===== config.mk =====
export PLATFORM = sky130hd
export DESIGN_NAME = nct_div
export DESIGN_NICKNAME = d
export VERILOG_FILES = /design/src/sv/nct_pkg.sv /design/src/sv/nct_div.sv
export SDC_FILE = /design/constraint.sdc
export NUM_CORES = 1
export LEC_CHECK = 0
export ABC_AREA = 1
export BUFFER_PORTS_ARGS = -buffer_cell sky130_fd_sc_hd__buf_2
export CAP_MARGIN = 40
export CORE_UTILIZATION = 40
export CTS_BUF_LIST = sky130_fd_sc_hd__clkbuf_4 sky130_fd_sc_hd__clkbuf_8 sky130_fd_sc_hd__clkbuf_16
export DETAILED_ROUTE_END_ITERATION = 10
export GPL_ROUTABILITY_DRIVEN = 0
export HOLD_SLACK_MARGIN = 0.12
export REMOVE_ABC_BUFFERS = 1
export SLEW_MARGIN = 20
export SYNTH_ARGS = -nofsm -noshare
export SYNTH_HDL_FRONTEND = slang
export SYNTH_SLANG_ARGS = --single-unit

===== constraint.sdc =====
create_clock -name clk_i -period 5.6 [get_ports clk_i]
set_clock_uncertainty 0.1 [all_clocks]
set_input_delay 1.12 -clock clk_i [delete_from_list [all_inputs] [get_ports clk_i]]
set_output_delay 1.12 -clock clk_i [all_outputs]
set_load 0.05 [all_outputs]

===== src/sv/nct_pkg.sv =====
// ----------------------------------------------------------------------------
// nct_pkg
// Shared types and constants of the node congestion table.
// ----------------------------------------------------------------------------
package nct_pkg;

  localparam int unsigned NODES  = 256;
  localparam int unsigned NodeAw = $clog2(NODES);
  localparam int unsigned FillW  = 16;
  localparam int unsigned LevelW = FillW + 1;
  localparam int unsigned CntW   = $clog2(FillW) + 1;

  localparam logic [LevelW-1:0] OneQ16 = LevelW'(1) << FillW;

  typedef enum logic [1:0] {
    FUNC_UPDATE = 2'd0,
    FUNC_QUERY  = 2'd1,
    FUNC_CLEAR  = 2'd2
  } func_e;

  localparam logic [1:0] CfgBaseDelay = 2'd0;
  localparam logic [1:0] CfgGain      = 2'd1;
  localparam logic [1:0] CfgDropLevel = 2'd2;

  typedef enum logic [2:0] {
    ST_IDLE,
    ST_READ,
    ST_DIV,
    ST_SCALE,
    ST_DELAY
  } state_e;

endpackage


===== src/sv/nct_div.sv =====
// ----------------------------------------------------------------------------
// nct_div
// Restoring divider, one quotient bit per cycle: (dividend << FillW) / divisor
// for dividend below divisor.
// ----------------------------------------------------------------------------
module nct_div
  import nct_pkg::*;
(
  input  logic             clk_i,
  input  logic             rst_ni,
  input  logic             start_i,
  input  logic [FillW-1:0] dividend_i,
  input  logic [FillW-1:0] divisor_i,
  output logic             done_o,
  output logic [FillW-1:0] quot_o
);

  logic             busy_q, busy_d;
  logic             done_q, done_d;
  logic [CntW-1:0]  cnt_q, cnt_d;
  logic [FillW-1:0] rem_q, rem_d;
  logic [FillW-1:0] quot_q, quot_d;
  logic [FillW-1:0] dsor_q, dsor_d;
  logic [FillW:0]   rem_shift;
  logic             fits;

  assign rem_shift = {rem_q, 1'b0};
  assign fits      = rem_shift >= {1'b0, dsor_q};

  always_comb begin
    busy_d = busy_q;
    done_d = 1'b0;
    cnt_d  = cnt_q;
    rem_d  = rem_q;
    quot_d = quot_q;
    dsor_d = dsor_q;
    if (start_i) begin
      busy_d = 1'b1;
      cnt_d  = '0;
      rem_d  = dividend_i;
      quot_d = '0;
      dsor_d = divisor_i;
    end else if (busy_q) begin
      rem_d  = fits ? FillW'(rem_shift - {1'b0, dsor_q}) : rem_shift[FillW-1:0];
      quot_d = {quot_q[FillW-2:0], fits};
      cnt_d  = cnt_q + CntW'(1);
      if (cnt_q == CntW'(FillW - 1)) begin
        busy_d = 1'b0;
        done_d = 1'b1;
      end
    end
  end

  always_ff @(posedge clk_i or negedge rst_ni) begin
    if (!rst_ni) begin
      busy_q <= 1'b0;
      done_q <= 1'b0;
      cnt_q  <= '0;
    end else begin
      busy_q <= busy_d;
      done_q <= done_d;
      cnt_q  <= cnt_d;
    end
  end

  always_ff @(posedge clk_i) begin
    rem_q  <= rem_d;
    quot_q <= quot_d;
    dsor_q <= dsor_d;
  end

  assign done_o = done_q;
  assign quot_o = quot_q;

  a_start_busy: assert property (@(posedge clk_i) disable iff (!rst_ni)
    start_i |=> busy_q)
    else $error("divider not busy after start");

  a_done_idle: assert property (@(posedge clk_i) disable iff (!rst_ni)
    done_q |-> !busy_q)
    else $error("divider done while still busy");

  a_done_after_busy: assert property (@(posedge clk_i) disable iff (!rst_ni)
    done_q |-> $past(busy_q))
    else $error("divider done without a running division");

endmodule


; ---- After elaboration in Yosys (flattened, before gate mapping)
; Index checks and enable logic that the tools add are counted.
[word_totals]
ff_bits = 55
latch_bits = 0
mem_bits_rw = 0
romBits = 0
in_bits = 35
out_inout_bits = 17
word_cells = 22
mem_count = 0
[op_classes]
addsub = 2
mul = 0
n_div = 0
magnitude_cmp = 1
eq_ne = 1
shift = 0
muxes = 11
n_bitwise = 0
reduce_logical = 1
[op_table]
columns = cell, n
row1 = two-way mux 16 bit, 3
row2 = >= comparator 17 x 16 -> 1 bit, 1
row3 = subtractor 16 bit, 1
row4 = two-way mux 5 bit, 2
row5 = two-way mux 1 bit, 6
row6 = adder 5 x 1 -> 5 bit (second input constant), 1
row7 = equality test 5 x 4 -> 1 bit (second input constant), 1
row8 = nonzero test 2 bit, 1

; ---- Logic depth before layout (Yosys ltp)
; Gate-level depths: netlist (run 1).
[depth]
ltp_word = 4
mapped_depth = 14
depth_no_buf = 14

; ---- Worst setup path after synthesis (run 1)
; Ideal clock, no wire load.
[synth_timing]
kind = in2reg
from = input port start_i
to = register rem_q[0], enable pin
setup_time_ns = 0.387
t_arrival_ns = 1.965
required_ns = 5.113
slack_ns = 3.148
cell_stages = 3
n_path_buf = 1
cell_sequence = nor2_1 inv_2 clkbuf_1
[synth_between]
elab_chain_cells = 1
[synth_lines]
columns = item, line
row1 = from (decl), nct_div.sv:11  ; input logic start_i,
row2 = nonzero test 2 bit (no line), -
row3 = to (signal assigned), nct_div.sv:67  ; rem_q <= rem_d;
row4 = to (decl), nct_div.sv:21  ; logic [FillW-1:0] rem_q, rem_d;
; No other way between the ends.
; A chain may end at the register's enable or synchronous reset.

; ---- Final worst setup path (run 1)
[layout_timing]
from = input port start_i
to = register cnt_q[4]
[layout_between]
elab_chain_cells = 1
word_cells_on_any_way = 2
cone_classes = 1 x mux / 1 x reduce/logical
[layout_lines]
columns = item, line
row1 = two-way mux 5 bit / nonzero test 2 bit (equally long branches), -
row2 = to (signal assigned), nct_div.sv:62  ; cnt_q <= cnt_d;
row3 = to (decl), nct_div.sv:20  ; logic [CntW-1:0] cnt_q, cnt_d;
; Parallel ways exist; a longest one is shown, timed or not.

==> results of run 1 <==
-- stage by stage --
| stage | cells | hold WS [ns] | instance area (µm²) |
|---|---|---|---|
| 6_report | 594 | 0.377 | 3950 |
| 5_1_grt | 594 | 0.421 | 3950 |
| 4_1_cts | 593 | 0.380 | 3940 |
| 3_5_place_dp | 585 | 0.353 | 3850 |
| 3_3_place_gp | 585 | 0.344 | 3850 |
| 2_1_floorplan | 429 | 0.368 | 3460 |
-- power by group --
| group | switching, µW | internal, µW |
|---|---|---|
| Combinational | 592 | 342 |
| Sequential | 36.9 | 514 |
| Clock | 148 | 90.5 |
| Total | 776 | 947 |
-- worst paths after layout --
kind                            startpoint  cells after the start  slack, ns         end
worst min-delay path            quot_o[15]                      2       0.38  quot_o[15]
max in group asynchronous           rst_ni                      1       4.73      busy_q
min in group asynchronous           rst_ni                      1       0.52    cnt_q[4]
worst max-delay path               start_i                      5       2.78    cnt_q[4]
worst max register to register    rem_q[8]                     10       3.30   rem_q[13]
worst min register to register  quot_o[15]                      2       0.38  quot_o[15]
-- critical path, stage by stage --
cell	delay (ns)
sky130_fd_sc_hd__buf_2	0.55
sky130_fd_sc_hd__inv_1	0.39
sky130_fd_sc_hd__buf_6	0.27
sky130_fd_sc_hd__nand2_1	0.41
sky130_fd_sc_hd__o22ai_1	0.14
-- cell type report --
class | instances | area [µm²]
Fill cell | 839 | 4430
Multi-Input combinational cell | 287 | 1680
Sequential cell | 55 | 1460
Inverter | 87 | 327
Timing Repair Buffer | 52 | 267
Tap cell | 105 | 131
Clock buffer | 5 | 68.8
Clock inverter | 3 | 21.3
-- registers in the layout, indices dropped and copies added (netlist names) --
register,cells
dsor_q,16
quot_o,16
rem_q,16
cnt_q,5
busy_q,1
done_o,1
-- kinds of logic (layout without fill, tap and decap cells) --
family,count (synthesis),after routing,synth area share (%)
buf+inv,97,147,11.3
compound gates,31,31,5.09
simple gates,231,231,34.0
fa+ha+maj,19,19,6.93
xor+xnor,6,6,1.49
flops,55,55,41.2
-- cells in the final DEF, fill, tap and decap left out, drive strengths merged --
| cell | instances |
|---|---|
| nand2 | 145 |
| inv | 89 |
| buf | 52 |
| nand3 | 42 |
| edfxtp | 32 |
| nor2 | 19 |
| ha | 18 |
| dfxtp | 16 |
| o22ai | 15 |
| nand3b | 11 |
| a21oi | 10 |
| nand4 | 7 |
| dfrtp | 7 |
| clkbuf | 5 |
| o21ai | 5 |
| nor3 | 4 |
| xnor2 | 4 |
| xor2 | 2 |
| or2 | 2 |
| o21bai | 1 |
| and2 | 1 |
| fa | 1 |
| clkinv | 1 |
-- routing by layer --
layer / vias to the layer above / global-route usage [%]
met5: - / 0
met2: 54 / 29.8
met3: 9 / 3.55
li1: 1495 / -
met4: 0 / 4.35
met1: 1293 / 23.5
==> impl_metrics.json, run 1 <==
{
  "drc": 0,
  "grt_pass1_wl_mm": 12.7,
  "via_count": 2851,
  "worst_setup_path_end_kind": "register",
  "ctsHoldBuffers": 0,
  "cts_resized": 0,
  "global_route.usage.total_pct": 17.8,
  "total_leakage_power_uw": 0.00203,
  "timing.final.crit_period_ns": 2.82,
  "synth_top_cells_by_count": "128 x sky130_fd_sc_hd__nand2_1, 80 x sky130_fd_sc_hd__inv_1, 32 x sky130_fd_sc_hd__edfxtp_1",
  "port-buffer-count": 51,
  "peak_clock_frequency_supported_by_timing_mhz": 355,
  "postCtsSetupRepairBufs": 0,
  "grt-ovfl-total": 0,
  "highest-signal-layer": "met4",
  "seq_area_frac_synth_pct": 41.2,
  "root_buffer": "sky130_fd_sc_hd__clkbuf_8",
  "final_layout_net_count": 542,
  "antenna_found_initial": 0,
  "syn-mean-instance-area_um2": 8.06,
  "detail_route.first_pass.iterations": 6,
  "placement.setup.worst_slack_ns": 2.20,
  "worst_slack_ns": 2.78,
  "area_added_between_synthesis_and_finish_pct": 11.7,
  "worstHoldPathType": "reg -> reg",
  "final.setup.tns_ns": 0,
  "critical_path_required_ns": 5.67,
  "power_density_mw_per_mm2": 436,
  "detailedRoute.firstIterationViolations": 73,
  "met3_wirelength_um": 369,
  "vdd_ir_drop_max_mv": 0.181,
  "number_of_global_route_vias_before_repair": 2813,
  "drt_wl_cell_um": 12.7,
  "start_util_pct": 42.2,
  "ios": 52,
  "synth_flop_cell": "sky130_fd_sc_hd__edfxtp_1",
  "outcome": "finished, final reports clean",
  "setup_viols_final": 0,
  "transition_at_the_pin_with_the_smallest_max_transition_slack_ns": 0.713,
  "floorplan.rows": 33,
  "clk_path_buf_depth": 2,
  "synth.yosys.warnings": 0,
  "synth_top_cell_area_share_pct": 27.2,
  "finalHoldViolCount": 0,
  "cts_tree": "yes",
  "synthDominantAreaCellType": "sky130_fd_sc_hd__edfxtp_1",
  "grt_setup_unrepaired": "false",
  "die_height_um": 96.0,
  "cts_buffers": 5,
  "core_area_mm2": 0.00838,
  "cts.clk_slew.worst_paths_ns": 0.10,
  "synth_area_mm2": 0.00354,
  "die_width_um": 96.0,
  "cts_htree_levels": 2,
  "cts.sinks": 55,
  "route.final.wire_length_mm": 7.56,
  "detailed_place_hpwl_mm": 5.52,
  "relSlewSlack_pct": 52.5,
  "worstSetupStartpointType": "input pin",
  "route.met2.wl_mm": 3.42,
  "fraction_of_final_layout_cells_sized_beyond_drive_strength_1_pct": 22.9,
  "yosysMostFrequentCell": "sky130_fd_sc_hd__nand2_1",
  "grt_max_degree": 37,
  "final_max_slew_viol_count": 0,
  "insertedDiodeCount": 0,
  "worst_skew_pair_latency_ns": 0.32,
  "finish.utilization_pct": 47.2,
  "postSynthCellCount": 439,
  "max_cap_violations": 0,
  "total_power_uw": 1720,
  "worstPathMaxFanout": 36,
  "synth_enable_flop_cells": 32,
  "cp_data_arrival_time_ns": 2.89,
  "postSynthRegisterBits": 55,
  "detail-route-antenna-nets": 0,
  "asr_flop_ratio_synth_pct": 12.7,
  "yosysUniqueCellTypes": 36,
  "period_share_pct": 50.3,
  "die_area_mm2": 0.00922,
  "m1WireLength_mm": 3.71,
  "vias_per_cell": 4.80,
  "setup.worst_path.class": "in -> reg",
  "largest_cells_by_area_after_synthesis": "sky130_fd_sc_hd__edfxtp_1 27%, sky130_fd_sc_hd__nand2_1 14%, sky130_fd_sc_hd__dfxtp_1 9.1%"
}
Note: power is estimated with default switching activity, not from simulation.
==> inputs of run 2 (changes only) <==
--- a/config.mk
+++ b/config.mk
@@ -5,7 +5,7 @@
 export SDC_FILE = /design/constraint.sdc
 export NUM_CORES = 1
 export LEC_CHECK = 0
-export ABC_AREA = 1
+export ABC_AREA = 0
 export BUFFER_PORTS_ARGS = -buffer_cell sky130_fd_sc_hd__buf_2
 export CAP_MARGIN = 40
 export CORE_UTILIZATION = 40
==> constraint.sdc (replaced) <==
create_clock -name clk_i -period 2.4 [get_ports clk_i]
set_clock_uncertainty 0.1 [all_clocks]
set_input_delay 0.48 -clock clk_i [delete_from_list [all_inputs] [get_ports clk_i]]
set_output_delay 0.48 -clock clk_i [all_outputs]
set_load 0.05 [all_outputs]
==> run 2 against run 1 <==
  * The run now ends with setup timing left
  * Clock power is 140% higher
  * Setup slack worse by 2.8 ns
  * Routed wire length increased by 15%
  * Worst hold slack got worse by 0.16 ns
  * Critical path depth is 3 higher
  * Via count up 2.7%
  * Synthesized cell count decreased by 21%
  * Sequential power increased by 140%
  * Count of clock-buffer cells in the layout did not move
  * Global-route usage grew 1.9 points
  * Non-clock buffer count grew 46
  * Largest cell class unchanged
==> impl_metrics.json, run 2 <==
{
  "stdcell_count": 535,
  "antenna_found_initial": 0,
  "relSlewSlack_pct": 68.4,
  "period_share_pct": 100,
  "cts_buffers": 5,
  "port-buffer-count": 51,
  "detail_route.first_pass.iterations": 4,
  "synth_top_cells_by_count": "32 x sky130_fd_sc_hd__edfxtp_1, 29 x sky130_fd_sc_hd__nor2_1, 22 x sky130_fd_sc_hd__inv_1",
  "grt_pass1_wl_mm": 13.7,
  "layout.cells.most_common": "sky130_fd_sc_hd__buf_2",
  "area_added_between_synthesis_and_finish_pct": 25.9,
  "drt_wl_cell_um": 16.2,
  "yosysUniqueCellTypes": 62,
  "power_density_mw_per_mm2": 1140,
  "worst_skew_pair_latency_ns": 0.33,
  "worst_slack_ns": -0.00302,
  "global_route.usage.total_pct": 19.7,
  "yosysMostFrequentCell": "sky130_fd_sc_hd__edfxtp_1",
  "insertedDiodeCount": 0,
  "peak_clock_frequency_supported_by_timing_mhz": 416,
  "die_area_mm2": 0.00898,
  "worst_setup_path_end_kind": "register",
  "grt-ovfl-total": 0,
  "finish.utilization_pct": 52.5,
  "cts.sinks": 55,
  "cts_tree": "yes",
  "critical_path.reg2reg.startpoint": "rem_q[13]",
  "cp_data_arrival_time_ns": 2.45,
  "via_count": 2927,
  "vdd_ir_drop_max_mv": 0.369,
  "largest_cells_by_area_after_synthesis": "sky130_fd_sc_hd__edfxtp_1 28%, sky130_fd_sc_hd__dfxtp_1 9.3%, sky130_fd_sc_hd__ha_1 6.5%",
  "number_of_global_route_vias_before_repair": 2902,
  "worstPathMaxFanout": 6,
  "grt_max_degree": 26,
  "total_leakage_power_uw": 0.00196,
  "worst_hold_start": "divisor_i[15]",
  "outcome": "finished with violations",
  "synth.yosys.warnings": 0,
  "post-place-cells": 515,
  "min_delay_worst_endpoint": "dsor_q[15]",
  "syn-mean-instance-area_um2": 9.97,
  "floorplan.rows": 33,
  "detailed_place_hpwl_mm": 6.15,
  "vias_per_cell": 5.47,
  "critical_path_required_ns": 2.44,
  "start_util_pct": 41.7,
  "postSynthCellCount": 345,
  "synth_flop_cell": "sky130_fd_sc_hd__edfxtp_1",
  "worstHoldPathType": "in -> reg",
  "finalHoldViolCount": 0,
  "detail-route-antenna-nets": 0,
  "postSynthRegisterBits": 55,
  "transition_at_the_pin_with_the_smallest_max_transition_slack_ns": 0.474,
  "ios": 52,
  "final_layout_net_count": 483,
  "timing.final.crit_period_ns": 2.40,
  "seq_area_frac_synth_pct": 42.3,
  "die_width_um": 94.7,
  "reg2reg_to": "rem_q[7]",
  "rr_worst_depth": 8,
  "setup.worst_path.class": "reg -> reg",
  "clk_path_buf_depth": 2,
  "worst_hold_path.num_cells": 1,
  "route.final.wire_length_mm": 8.69,
  "max_cap_violations": 0,
  "drc": 0,
  "setup.reg_to_reg.worst_slack_ns": -0.003,
  "core_area_mm2": 0.00826,
  "placement.setup.worst_slack_ns": -0.0505,
  "final_max_slew_viol_count": 0,
  "synth_enable_flop_cells": 32,
  "asr_flop_ratio_synth_pct": 12.7,
  "grt_setup_unrepaired": "true",
  "cts.clk_slew.worst_paths_ns": 0.12,
  "worstSetupStartpointType": "register",
  "synth_area_mm2": 0.00344,
  "synth_top_cell_area_share_pct": 27.9,
  "mostFrequentLayoutCells": "51 x sky130_fd_sc_hd__buf_2, 40 x sky130_fd_sc_hd__buf_4, 32 x sky130_fd_sc_hd__edfxtp_1, 29 x sky130_fd_sc_hd__nor2_1, 21 x sky130_fd_sc_hd__inv_1",
  "fraction_of_final_layout_cells_sized_beyond_drive_strength_1_pct": 33.5,
  "synthDominantAreaCellType": "sky130_fd_sc_hd__edfxtp_1",
  "die_height_um": 94.7,
  "cts_htree_levels": 2,
  "setup_viols_final": 1,
  "violated_checks": "setup timing",
  "root_buffer": "sky130_fd_sc_hd__clkbuf_8",
  "detailedRoute.firstIterationViolations": 166
}
==> run 2: changes by cell type in the layout (fill, tap and decap cells not counted), sizes merged, moves of 12 or more <==
cell / delta
nand2: -132
nor2: +12
o22ai: -15
buf: +45
mux2i: +16
nand3: -27
inv: -64
==> run 2: logic make-up (layout without fill, tap and decap cells) <==
| kind of cell | count (synthesis) | after routing | synth area share (%) |
|---|---|---|---|
| AO/OA/AOI/OAI | 91 | 91 | 19.3 |
| XOR/XNOR | 12 | 12 | 3.05 |
| adder cells (fa/ha/maj) | 19 | 19 | 7.13 |
| flip-flops | 55 | 55 | 42.3 |
| multiplexers | 16 | 16 | 4.65 |
| AND/OR/NAND/NOR | 109 | 109 | 17.1 |
| buffers and inverters | 43 | 128 | 6.40 |
==> run 2: worst max path at each step <==
stage / endpoint / from / slack (ns) / cells after the start
after floorplan: rem_q[7] / rem_q[13] / 0.04 / 7
after global placement: rem_q[3] / rem_q[13] / -0.04 / 9
after detailed placement: rem_q[2] / rem_q[13] / -0.05 / 9
after CTS: rem_q[12] / rem_q[5] / 0.002 / 8
after global routing: rem_q[2] / rem_q[13] / -0.08 / 9
final: rem_q[7] / rem_q[13] / -0.003 / 8
==> run 2: repair_timing <==
| action | in CTS | in global routing |
|---|---|---|
| hold buffers | 1 | 0 |
| setup buffers | 5 | 6 |
| setup endpoints to repair | 8 | 16 |
| gates resized for setup | 6 | 32 |
| pin swaps | 5 | 11 |
| hold endpoints to repair | 7 | 0 |
==> run 2: cell type report <==
class | instances | area (µm²)
timing repair buffer | 98 | 642
sequential | 55 | 1460
clock buffer | 5 | 68.8
clock inverter | 3 | 26.3
tap | 105 | 131
fill | 790 | 3930
inverter | 22 | 82.6
multi-input combinational | 247 | 1920
==> run 2: stage by stage <==
stage                     setup TNS (ns)  hold WS (ns)  power (µW)  instance area, µm²
after floorplan                        0        0.0844        3040                3300
after global placement            -0.152         0.220        3920                3970
after detailed placement          -0.134         0.221        3930                3970
after CTS                              0         0.215        4610                4130
after global routing              -0.532         0.210        5270                4330
final                           -0.00302         0.213        4950                4330
==> run 2: power by group <==
group | switching (µW) | internal (µW) | leakage (µW)
registers | 111 | 1230 | 0.000551
clock network | 360 | 219 | 0.0000510
logic | 1640 | 1380 | 0.00136
total | 2110 | 2840 | 0.00196
==> run 2: critical path, stage by stage (launching register included) <==
cell and delay (ns):
sky130_fd_sc_hd__edfxtp_1 0.46, sky130_fd_sc_hd__ha_4 0.24, sky130_fd_sc_hd__a21o_1 0.16, sky130_fd_sc_hd__a211o_1 0.37
sky130_fd_sc_hd__buf_6 0.15, sky130_fd_sc_hd__a41oi_4 0.26, sky130_fd_sc_hd__buf_6 0.18, sky130_fd_sc_hd__a2bb2oi_1 0.07
sky130_fd_sc_hd__o221ai_1 0.23
==> run 2: layer usage <==
metal	share of wire, %	vias up	track usage [%]	wire, µm
met2	47	93	33.5	4120
met4	1.8	0	6.69	155
met1	45	1380	25.1	3930
met3	5.6	10	3.54	487
li1	-	1444	-	-
met5	0	-	0	0
